### src/design/pfc_pkg.sv
// Package for the pixel format converter: format codes, pixel types,
// the CGA palette and small helper functions.
// Used by every module of the converter; depends on nothing else.
package pfc_pkg;

    typedef enum logic [4:0] {
        FMT_Y1       = 5'd0,
        FMT_Y2       = 5'd1,
        FMT_Y4       = 5'd2,
        FMT_CGA4     = 5'd3,
        FMT_Y8       = 5'd4,
        FMT_BGR332   = 5'd5,
        FMT_Y16      = 5'd6,
        FMT_XRGB4444 = 5'd7,
        FMT_BGR565   = 5'd8,
        FMT_Y32      = 5'd9,
        FMT_RGBX     = 5'd10,
        FMT_BGRX     = 5'd11,
        FMT_XRGB     = 5'd12,
        FMT_XBGR     = 5'd13,
        FMT_Y24      = 5'd14,
        FMT_RGB      = 5'd15,
        FMT_BGR      = 5'd16
    } fmt_t;

    typedef enum logic {
        REG_SOURCE_FORMAT = 1'b0,
        REG_DEST_FORMAT   = 1'b1
    } cfg_reg_t;

    typedef struct packed {
        logic [7:0] r;
        logic [7:0] g;
        logic [7:0] b;
        logic [7:0] a;
    } rgba_t;

    localparam int PIXEL_W = 32;
    localparam int SUM_W   = 10;
    localparam int SCORE_W = 10;

    localparam logic [SUM_W-1:0]   Y1_THRESHOLD = 10'd384;
    localparam logic [2*SUM_W-1:0] RECIP_THIRD  = 20'd683;
    localparam int                 RECIP_SHIFT  = 11;

    localparam logic [23:0] CGA_PALETTE [16] = '{
        24'h000000, 24'h0000AA, 24'h00AA00, 24'h00AAAA,
        24'hAA0000, 24'hAA00AA, 24'hAA5500, 24'hAAAAAA,
        24'h555555, 24'h5555FF, 24'h55FF55, 24'h55FFFF,
        24'hFF5555, 24'hFF55FF, 24'hFFFF55, 24'hFFFFFF
    };

    function automatic rgba_t pfc_grey(input logic [7:0] y);
        return '{r: y, g: y, b: y, a: 8'hff};
    endfunction

    function automatic logic [PIXEL_W-1:0] fmt_mask(input fmt_t fmt);
        logic [PIXEL_W-1:0] m;
        unique case (fmt) inside
            FMT_Y1:                                   m = 32'h0000_0001;
            FMT_Y2:                                   m = 32'h0000_0003;
            FMT_Y4, FMT_CGA4:                         m = 32'h0000_000f;
            FMT_Y8, FMT_BGR332:                       m = 32'h0000_00ff;
            FMT_Y16, FMT_XRGB4444, FMT_BGR565:        m = 32'h0000_ffff;
            FMT_Y24, FMT_RGB, FMT_BGR:                m = 32'h00ff_ffff;
            FMT_Y32, FMT_RGBX, FMT_BGRX, FMT_XRGB,
            FMT_XBGR:                                 m = 32'hffff_ffff;
            default:                                  m = '0;
        endcase
        return m;
    endfunction

endpackage

### src/design/pfc_to_rgba.sv
// Source side of the converter: unpacks a right-aligned source pixel into
// 32-bit RGBA, widening narrow channels by bit repetition.
// Depends on pfc_pkg.
module pfc_to_rgba (
    input  pfc_pkg::fmt_t  fmt,
    input  logic [31:0]    pixel,
    output pfc_pkg::rgba_t rgba
);
    import pfc_pkg::*;

    always_comb
    begin
        unique case (fmt) inside
            FMT_Y1:       rgba = pixel[0] ? 32'hffff_ffff : 32'h0000_00ff;
            FMT_Y2:       rgba = pfc_grey({4{pixel[1:0]}});
            FMT_Y4:       rgba = pfc_grey({2{pixel[3:0]}});
            FMT_CGA4:     rgba = {CGA_PALETTE[pixel[3:0]], 8'hff};
            FMT_Y8:       rgba = pfc_grey(pixel[7:0]);
            FMT_BGR332:   rgba = {{4{pixel[1:0]}},
                                  pixel[4:2], pixel[4:2], pixel[4:3],
                                  pixel[7:5], pixel[7:5], pixel[7:6], 8'hff};
            FMT_Y16:      rgba = pfc_grey(pixel[15:8]);
            FMT_XRGB4444: rgba = {{2{pixel[11:8]}}, {2{pixel[7:4]}},
                                  {2{pixel[3:0]}}, 8'hff};
            FMT_BGR565:   rgba = {pixel[4:0], pixel[4:2], pixel[10:5], pixel[10:9],
                                  pixel[15:11], pixel[15:13], 8'hff};
            FMT_Y32:      rgba = pfc_grey(pixel[31:24]);
            FMT_BGRX:     rgba = {pixel[15:8], pixel[23:16], pixel[31:24], 8'hff};
            FMT_XRGB, FMT_RGB:
                          rgba = {pixel[23:16], pixel[15:8], pixel[7:0], 8'hff};
            FMT_XBGR, FMT_BGR:
                          rgba = {pixel[7:0], pixel[15:8], pixel[23:16], 8'hff};
            FMT_Y24:      rgba = pfc_grey(pixel[23:16]);
            default:      rgba = pixel;
        endcase
    end

endmodule

### src/design/pfc_cga_match.sv
// Finds the CGA palette entry nearest to an RGB color by L1 distance,
// the lowest index winning ties, through a four-level compare tree.
// Depends on pfc_pkg.
module pfc_cga_match (
    input  logic [7:0] r,
    input  logic [7:0] g,
    input  logic [7:0] b,
    output logic [3:0] index
);
    import pfc_pkg::*;

    function automatic logic [7:0] abs_diff(input logic [7:0] x, input logic [7:0] y);
        return (x > y) ? (x - y) : (y - x);
    endfunction

    logic [SCORE_W-1:0] score16 [16];
    logic [SCORE_W-1:0] score8  [8];
    logic [SCORE_W-1:0] score4  [4];
    logic [SCORE_W-1:0] score2  [2];
    logic [3:0]         idx8    [8];
    logic [3:0]         idx4    [4];
    logic [3:0]         idx2    [2];

    always_comb
    begin
        for (int i = 0; i < 16; i++)
        begin
            score16[i] = SCORE_W'(abs_diff(CGA_PALETTE[i][23:16], r))
                       + SCORE_W'(abs_diff(CGA_PALETTE[i][15:8], g))
                       + SCORE_W'(abs_diff(CGA_PALETTE[i][7:0], b));
        end
        // The right entry of a pair wins only when strictly closer.
        for (int i = 0; i < 8; i++)
        begin
            if (score16[2*i+1] < score16[2*i])
            begin
                score8[i] = score16[2*i+1];
                idx8[i]   = 4'(2*i+1);
            end
            else
            begin
                score8[i] = score16[2*i];
                idx8[i]   = 4'(2*i);
            end
        end
        for (int i = 0; i < 4; i++)
        begin
            if (score8[2*i+1] < score8[2*i])
            begin
                score4[i] = score8[2*i+1];
                idx4[i]   = idx8[2*i+1];
            end
            else
            begin
                score4[i] = score8[2*i];
                idx4[i]   = idx8[2*i];
            end
        end
        for (int i = 0; i < 2; i++)
        begin
            if (score4[2*i+1] < score4[2*i])
            begin
                score2[i] = score4[2*i+1];
                idx2[i]   = idx4[2*i+1];
            end
            else
            begin
                score2[i] = score4[2*i];
                idx2[i]   = idx4[2*i];
            end
        end
        index = (score2[1] < score2[0]) ? idx2[1] : idx2[0];
    end

endmodule

### src/design/pfc_from_rgba.sv
// Destination side of the converter: packs 32-bit RGBA into the
// destination format, with grey levels, CGA matching and channel packing.
// Depends on pfc_pkg and pfc_cga_match.
module pfc_from_rgba (
    input  pfc_pkg::fmt_t  fmt,
    input  pfc_pkg::rgba_t rgba,
    output logic [31:0]    pixel
);
    import pfc_pkg::*;

    logic [SUM_W-1:0]   sum;
    logic [2*SUM_W-1:0] product;
    logic [7:0]         luma;
    logic [3:0]         cga_index;
    logic [7:0]         r;
    logic [7:0]         g;
    logic [7:0]         b;

    assign r = rgba.r;
    assign g = rgba.g;
    assign b = rgba.b;

    // The sum is at most 765, so multiplying by 683/2048 gives the exact
    // quotient by three.
    assign sum     = SUM_W'(r) + SUM_W'(g) + SUM_W'(b);
    assign product = {{SUM_W{1'b0}}, sum} * RECIP_THIRD;
    assign luma    = product[RECIP_SHIFT+7:RECIP_SHIFT];

    pfc_cga_match u_cga_match (
        .r     (r),
        .g     (g),
        .b     (b),
        .index (cga_index)
    );

    always_comb
    begin
        unique case (fmt) inside
            FMT_Y1:       pixel = {31'd0, sum >= Y1_THRESHOLD};
            FMT_Y2:       pixel = {30'd0, luma[7:6]};
            FMT_Y4:       pixel = {28'd0, luma[7:4]};
            FMT_CGA4:     pixel = {28'd0, cga_index};
            FMT_Y8:       pixel = {24'd0, luma};
            FMT_BGR332:   pixel = {24'd0, b[7:5], g[7:5], r[7:6]};
            FMT_Y16:      pixel = {16'd0, luma, luma};
            FMT_XRGB4444: pixel = {16'd0, 4'hf, r[7:4], g[7:4], b[7:4]};
            FMT_BGR565:   pixel = {16'd0, b[7:3], g[7:2], r[7:3]};
            FMT_Y32:      pixel = {4{luma}};
            FMT_BGRX:     pixel = {b, g, r, 8'hff};
            FMT_XRGB, FMT_RGB:
                          pixel = {8'd0, r, g, b};
            FMT_XBGR, FMT_BGR:
                          pixel = {8'd0, b, g, r};
            FMT_Y24:      pixel = {8'd0, luma, luma, luma};
            default:      pixel = rgba;
        endcase
    end

endmodule

### src/design/pixel_format_converter_top.sv
// Top level of the pixel format converter: stream ports, format registers,
// input register, conversion logic and output register.
// Depends on pfc_pkg, pfc_to_rgba and pfc_from_rgba.
// A word waits in the input register until the output register is free. Throughput:
// one word per cycle unless the output stalls; the input register and the output
// register each hold one word, so a stalled output still lets one more word in.
// Reset: rst_n clears both valid flags and sets both formats to 1-bit grey.
// The configuration port is always ready.
module pixel_format_converter_top (
    input  logic        clk,
    input  logic        rst_n,
    input  logic        cfg_valid,
    output logic        cfg_ready,
    input  logic        cfg_index,
    input  logic [4:0]  cfg_data,
    input  logic        s_axis_tvalid,
    output logic        s_axis_tready,
    input  logic [31:0] s_axis_tdata,   // src_pixel[31:0]
    output logic        m_axis_tvalid,
    input  logic        m_axis_tready,
    output logic [31:0] m_axis_tdata    // dst_pixel[31:0]
);
    import pfc_pkg::*;

    fmt_t        src_fmt_reg;
    fmt_t        src_fmt_next;
    fmt_t        dst_fmt_reg;
    fmt_t        dst_fmt_next;
    logic        in_valid_reg;
    logic        in_valid_next;
    logic [31:0] in_pixel_reg;
    logic        out_valid_reg;
    logic        out_valid_next;
    logic [31:0] out_pixel_reg;
    logic        advance;
    logic [31:0] src_masked;
    rgba_t       rgba;
    logic [31:0] packed_pixel;
    logic [31:0] result;

    assign cfg_ready     = 1'b1;
    assign advance       = !out_valid_reg || m_axis_tready;
    assign s_axis_tready = !in_valid_reg || advance;
    assign m_axis_tvalid = out_valid_reg;
    assign m_axis_tdata  = out_pixel_reg;

    always_comb
    begin
        src_fmt_next = src_fmt_reg;
        dst_fmt_next = dst_fmt_reg;
        if (cfg_valid)
        begin
            unique case (cfg_reg_t'(cfg_index))
                REG_SOURCE_FORMAT: src_fmt_next = fmt_t'(cfg_data);
                REG_DEST_FORMAT:   dst_fmt_next = fmt_t'(cfg_data);
            endcase
        end
    end

    assign src_masked = in_pixel_reg & fmt_mask(src_fmt_reg);

    pfc_to_rgba u_to_rgba (
        .fmt   (src_fmt_reg),
        .pixel (src_masked),
        .rgba  (rgba)
    );

    pfc_from_rgba u_from_rgba (
        .fmt   (dst_fmt_reg),
        .rgba  (rgba),
        .pixel (packed_pixel)
    );

    always_comb
    begin
        if (src_fmt_reg > FMT_BGR || dst_fmt_reg > FMT_BGR)
        begin
            result = '0;
        end
        else if (src_fmt_reg == dst_fmt_reg)
        begin
            result = src_masked & fmt_mask(dst_fmt_reg);
        end
        else
        begin
            result = packed_pixel & fmt_mask(dst_fmt_reg);
        end
    end

    assign in_valid_next  = s_axis_tvalid ? 1'b1 : (in_valid_reg && !advance);
    assign out_valid_next = advance ? in_valid_reg : out_valid_reg;

    always_ff @(posedge clk or negedge rst_n)
    begin
        if (!rst_n)
        begin
            src_fmt_reg   <= FMT_Y1;
            dst_fmt_reg   <= FMT_Y1;
            in_valid_reg  <= 1'b0;
            out_valid_reg <= 1'b0;
        end
        else
        begin
            src_fmt_reg <= src_fmt_next;
            dst_fmt_reg <= dst_fmt_next;
            if (s_axis_tready)
            begin
                in_valid_reg <= in_valid_next;
            end
            out_valid_reg <= out_valid_next;
        end
    end

    always_ff @(posedge clk)
    begin
        if (s_axis_tvalid && s_axis_tready)
        begin
            in_pixel_reg <= s_axis_tdata;
        end
        if (advance && in_valid_reg)
        begin
            out_pixel_reg <= result;
        end
    end

`ifndef NO_ASSERTIONS
    a_out_from_input_reg: assert property (@(posedge clk) disable iff (!rst_n)
        $rose(m_axis_tvalid) |-> $past(in_valid_reg))
        else $error("Output word appeared without a word in the input register.");

    a_input_reg_holds: assert property (@(posedge clk) disable iff (!rst_n)
        (in_valid_reg && !advance) |=> (in_valid_reg && $stable(in_pixel_reg)))
        else $error("Input register changed while the output register was full.");

    a_dest_width: assert property (@(posedge clk) disable iff (!rst_n)
        m_axis_tvalid |-> ((m_axis_tdata & ~fmt_mask(dst_fmt_reg)) == 32'd0))
        else $error("Output word has bits beyond the destination width.");

    a_unknown_zero: assert property (@(posedge clk) disable iff (!rst_n)
        (in_valid_reg && advance && (src_fmt_reg > FMT_BGR || dst_fmt_reg > FMT_BGR))
        |=> (m_axis_tdata == 32'd0))
        else $error("Unknown format code did not give a zero word.");
`endif

endmodule

### config.mk
export PLATFORM = sky130hd
export DESIGN_NAME = pixel_format_converter_top
export DESIGN_NICKNAME = d
export VERILOG_FILES = /design/src/design/pfc_pkg.sv /design/src/design/pfc_to_rgba.sv /design/src/design/pfc_cga_match.sv /design/src/design/pfc_from_rgba.sv /design/src/design/pixel_format_converter_top.sv
export SDC_FILE = /design/constraint.sdc
export NUM_CORES = 1
export LEC_CHECK = 0
export ABC_AREA = 1
export BUFFER_PORTS_ARGS = -buffer_cell sky130_fd_sc_hd__buf_2
export CAP_MARGIN = 15
export CORE_AREA = 2 2 297 299
export CTS_CLUSTER_SIZE = 14
export DETAILED_ROUTE_END_ITERATION = 7
export DIE_AREA = 0 0 299 301
export REMOVE_ABC_BUFFERS = 1
export SYNTH_ARGS = -nofsm -noshare
export SYNTH_HDL_FRONTEND = slang
export SYNTH_SLANG_ARGS = --single-unit
### constraint.sdc
create_clock -name clk -period 22.8 [get_ports clk]
set_input_delay 4.56 -clock clk [delete_from_list [all_inputs] [get_ports clk]]
set_output_delay 4.56 -clock clk [all_outputs]
set_load 0.02 [all_outputs]
; ---- After elaboration in Yosys (flattened, before gate mapping)
; Memory sizes are Yosys's and may differ from the RTL's.
; Cells that the tools add are included.
[classes]
mul = 1
bitwise_logic = 5
add_sub_neg = 48
n_mux = 54
n_reduce_logical = 27
n_eq_ne = 33
order_cmp = 31
[op_table]
columns = op, n
row1 = $pmux W32 S14, 2
row2 = $pmux W32 S7, 2
row3 = $mux W32, 6
row4 = $lt A10 B10 Y1, 15
row5 = $mux W10, 14
row6 = $add A9 B8 Y10, 10
row7 = $and A32 B32 Y32, 3
row8 = $mux W8, 12
row9 = $add A8 B8 Y9, 10
row10 = $eq A5 B4 Y1 const B, 16
row11 = $add A10 B8 Y10, 7
row12 = $gt A8 B8 Y1 const A, 6
row13 = $mux W24, 2
row14 = $sub A8 B8 Y8 const A, 6
row15 = $sub A8 B8 Y8 const B, 6
row16 = $eq A5 B3 Y1 const B, 8
row17 = $mux W4, 7
row18 = $gt A1 B8 Y1 const A, 3
row19 = $gt A7 B8 Y1 const A, 3
row20 = $sub A1 B8 Y8 const A, 3
row21 = $sub A7 B8 Y8 const A, 3
row22 = $sub A8 B7 Y8 const B, 3
row23 = $eq A5 B2 Y1 const B, 4
row24 = $mul A10 B10 Y19 const B, 1
row25 = 17 further kinds, 47
[totals]
register_bits = 76
out_inout_bits = 35
wordCells = 206
input_bits = 43
memories = 1
rom_bits = 384
[mem_list]
columns = name, words, word_bits, read_ports, rd_clocked_by_memory_dff, wr, line
row1 = (name not given), 16, 24, 1, 0, 0, pfc_to_rgba.sv:17  ; FMT_CGA4: rgba = {CGA_PALETTE[pixel[3:0]], 8'hff};

; ---- Logic depth before layout (Yosys ltp)
[logic_depth]
ltp_word = 24
depth_mapped = 80

; ---- Hierarchy
; Synthesis repeated with hierarchy kept, for this count alone.
[unflattened]
cells_unflattened = 3677
hier_area_um2 = 23618.9
[by_module_without_submodules]
columns = mod, seq_area_each_um2, cells_per_inst, area_per_inst_um2, instances
row1 = pfc_cga_match, 0.0, 2091, 13456.7, 1
row2 = pfc_from_rgba, 0.0, 676, 4166.5, 1
row3 = pixel_format_converter_top, 2222.1, 387, 3539.6, 1
row4 = pfc_to_rgba, 0.0, 523, 2456.1, 1

; ---- Least setup slack after synthesis
; Ideal clock, no wire load.
[synth_timing]
path_type = reg-to-reg
start = reg src_fmt_reg[4]
end = reg out_pixel_reg[1] (netlist: m_axis_tdata[1]) (data pin)
stages_incl_launch_ff = 69
t_arrival_ps = 10695
setup_slack_ps = 11844
path_buffers = 6
path_cell_list = dfrtp_1 -> inv_2 -> nand3_1 -> nor2_2 -> inv_2 -> nor2_1 -> nand2_1 -> o21ai_1 -> inv_1 -> o21ai_0 -> nor2_1 -> and3_1 -> o2111ai_1 -> o21ai_1 -> inv_1 -> ha_1 -> inv_1 -> a21oi_1 -> (+33 left out) -> o21ai_0 -> ha_1 -> nand4_1 -> o221a_2 -> nand2_1 -> clkbuf_1 -> clkbuf_1 -> nand2_1 -> o21ai_0 -> ha_1 -> nand2_1 -> inv_1 -> nand3_1 -> a31oi_1 -> a2111oi_0 -> nand2_1 -> o211ai_1 -> a21oi_1
[synth_between]
elab_chain_len = 24
word_cells_on_any_way = 148
classes_between = add/sub (48) / mul (1) / order compare (28) / eq/ne (17) / mux (40) / bitwise (4) / reduce/logical (9) / memory (1)
[synth_rtl]
columns = item, line
row1 = start: declaration, pixel_format_converter_top.sv:25  ; fmt_t src_fmt_reg;
row2 = start signal: assignment, pixel_format_converter_top.sv:104  ; src_fmt_reg <= src_fmt_next;
row3 = $eq A5 B4 Y1 (tied with other cells), pixel_format_converter_top.sv:60  ; assign src_masked = in_pixel_reg & fmt_mask(src_fmt_reg);
row4 = $reduce_or A5 Y1 (tied with other cells), pfc_pkg.sv:59  ; unique case (fmt) inside
row5 = $pmux W32 S7, pfc_pkg.sv:59
row6 = $and A32 B32 Y32, pixel_format_converter_top.sv:60
row7 = $not A4 Y5 (not written as such), pfc_to_rgba.sv:17
row8 = $mem_v2 Z16 W24, n/a
row9 = $mux W24 (not written as such) (2 in series), pfc_to_rgba.sv:17
row10 = $pmux W32 S14, pfc_to_rgba.sv:13  ; unique case (fmt) inside
row11 = (+7 left out), n/a
row12 = $mux W10, pfc_cga_match.sv:48  ; if (score8[2*i+1] < score8[2*i])
row13 = $lt A10 B10 Y1, pfc_cga_match.sv:61  ; if (score4[2*i+1] < score4[2*i])
row14 = $mux W10, pfc_cga_match.sv:61
row15 = $lt A10 B10 Y1, pfc_cga_match.sv:72  ; index = (score2[1] < score2[0]) ? idx2[1] : idx2[0];
row16 = $mux W4, pfc_cga_match.sv:72
row17 = $pmux W32 S14, pfc_from_rgba.sv:38  ; unique case (fmt) inside
row18 = $and A32 B32 Y32, pixel_format_converter_top.sv:86  ; result = packed_pixel & fmt_mask(dst_fmt_reg);
row19 = $mux W32, pixel_format_converter_top.sv:80  ; else if (src_fmt_reg == dst_fmt_reg)
row20 = end signal: assignment, pixel_format_converter_top.sv:122  ; out_pixel_reg <= result;
row21 = end: declaration, pixel_format_converter_top.sv:34  ; logic [31:0] out_pixel_reg;
; Parallel ways exist; a longest one is shown, timed or not. The select of a mux whose other input is x is not followed.
; A chain may end at the register's enable or synchronous reset.

; ---- Final worst setup path
[layout_timing]
start = reg src_fmt_reg[1]
end = reg out_pixel_reg[2] (netlist: m_axis_tdata[2]) (data pin)
; Same word-level chain as after synthesis.

==> results.md <==
* Post-layout util at 27.2%
* RSZ-0062 raised after global routing: false
* DRT iter0 DRCs at 2283
* Max-slew headroom at 26.5%
* Clock sink count at 76
* Core Region at 86500 sq um
* Setup Slack @ Placement at 7.58 ns
* Synth Flop Type: edfxtp_1
* IO Pins at 78
* Synth cell count leaders: nand2_1, inv_1, ha_1
* Worst Path Required at 23.01 ns
* Worst Max-Slew Pin Slew at 1.07 ns
* Top cell type's share of synthesized area at 22.2%
* Number of enable flip-flop cells after synthesis at 64
* Netlist cell types at 64
* Most common cell in the synthesized netlist: nand2_1
* Clock Skew at 0.00899 ns
* Number of synthesized register bits at 76
* Fin Hold WS at 0.520 ns
* Drt drc at 0
* Ys async rst share at 15.8%
* Fillcell total at 9746
* Slowest cell on the critical path: a2111oi_0
* Nets at 3784
* Multi-input gate area at 17100 sq um
* Critical Path Most Common Cell: nand2_1
* ANT nets after route at 0
* Max-cap violation count at 0
* Initial antenna violation count at 0
* Share of cells above drive strength 1 at 6.17%
* GRT Total Usage at 17.1%
* Slowest cell delay on critical path at 0.85 ns
* Port bufs at 76
* Inserted Clock Buffers at 9
* Final setup violation count at 0
* Critical path type: flip-flop to flip-flop
* Wire per inst at 17.7 um
* Initial Utilization at 24.8%
* Register area at 2220 sq um
* Hold Buf Count CTS at 0
* Setup TNS at 0 ns
* Max Slew Vio Count at 0
* Worst hold path class: flip-flop to flip-flop
* Mean Syn Cell Area at 6.61 sq um
* Syn. warnings at 0
* CP endpoint kind: flip-flop
* Die H at 301 um
* Startpoint types: flip-flop
* Number of global-route vias before repair at 21000
* Endpoints failing hold at 0
* Area Overhead vs Synth at 9.39%
* Worst Path Arrival at 15.50 ns
* Register area share after synthesis at 10.3%
* Min Tclk post-route at 15.29 ns
* Largest area contributor in the netlist: ha_1
* Final critical-path share of the clock period at 67.1%
* Largest cells by area after synthesis: ha_1, nand2_1, edfxtp_1
* Run status: complete, no violations
* Setup Fix Bufs, Post-CTS at 0
* Via count at 22200
* Crit-path max FO at 21
* Maximum clock insertion buffer count at 2
* DR pass1 iterations at 6
* CTS clk-pin slew, worst paths at 0.07 ns
* Grt ovf at 0
* Final setup margin at 7.51 ns
* Post-DP HPWL at 65000 um
* Std-Cell Rows at 108
* Width of the die at 299 um
* DR vias/cell at 4.97
* TritonCTS clock tree: built
* Cells after Synth at 3251
* Root buffer cell: clkbuf_16
* N_diodes at 0
* Max Fclk at 65.4 MHz
* Number of H-tree levels at 3
* Synth Cell Area at 21500 sq um
* Worst-Skew Late Latency at 0.35 ns
* First-pass GRT wire length at 121000 um
* Largest net degree at the start of global routing at 33
* Die ar. at 90000 sq um
* Post-cts sizing count at 0
* Routed Wire Length at 78800 um
* GPL Wtd Cong at 1.04
==> critical path, delay by kind of cell (launching register included) <==
kind                       cells  cell delay (ns)
xor gates and xnor gates       2             0.40
adders and majority gates      6             2.13
and+or+nand+nor               20             4.34
buffers and inverters          9             2.41
AOI/OAI and AO/OA             19             5.20
DFF                            1             0.62
==> metrics by stage <==
stage	std cells	instance area [sq um]
after floorplan	3192	21200
after global placement	4443	23200
after detailed placement	4443	23200
after CTS	4459	23500
after global routing	4460	23500
final	4460	23500
==> path summary, 6_finish.rpt <==
check,to,start,slack (ns),cells past startpoint
worst max-delay path,m_axis_tdata[2],src_fmt_reg[1],7.51,56
worst min-delay path,m_axis_tvalid,in_valid_reg,0.52,2
worst max register to register,m_axis_tdata[2],src_fmt_reg[1],7.51,56
worst min register to register,m_axis_tvalid,in_valid_reg,0.52,2
max in group asynchronous,src_fmt_reg[2],rst_n,18.50,1
min in group asynchronous,m_axis_tvalid,rst_n,4.08,1
==> layout by cell type (no fill, tap or decap), types with 24 or more instances in the layout <==
cell	n
edfxtp_1	64
inv_2	24
nand3_1	124
xnor2_1	66
o21ai_0	278
xor2_1	137
nand2_1	747
inv_1	476
nor2_1	221
a21oi_1	277
ha_1	381
nand4_1	33
nor3_1	39
fa_1	60
buf_2	76
o21bai_1	37
==> area by class of cell <==
| type | count | share of cell area, % |
|---|---|---|
| inverter | 506 | 8.10 |
| clock buffer | 11 | 1.03 |
| timing repair buffer | 97 | 2.29 |
| multi-input combinational | 2610 | 72.7 |
| clock inverter | 5 | 0.256 |
| sequential | 76 | 9.46 |
| tap | 1155 | 6.15 |
==> per-layer routing <==
layer | share of wire [%] | global-route usage (%) | vias up
met2 | 45 | 28.7 | 898
met3 | 6.9 | 2.17 | 191
met4 | 3.5 | 5.33 | 0
met5 | 0 | 0 | -
met1 | 44 | 22.8 | 10100
li1 | - | - | 10900
==> cell families (layout without fill, tap and decap cells) <==
logic type	after synthesis	after routing	share of synthesized area, %
buffers and inverters	565	619	10.2
other	1	1	0.0175
adder cells (fa/ha/maj)	441	441	27.8
AND/OR/NAND/NOR	1229	1229	24.1
flip-flops	76	76	10.3
XOR/XNOR	203	203	8.28
AO/OA/AOI/OAI	736	736	19.2
Power is not shown: default switching activity piles up to over one toggle a cycle in this logic, so the estimate is an artifact.
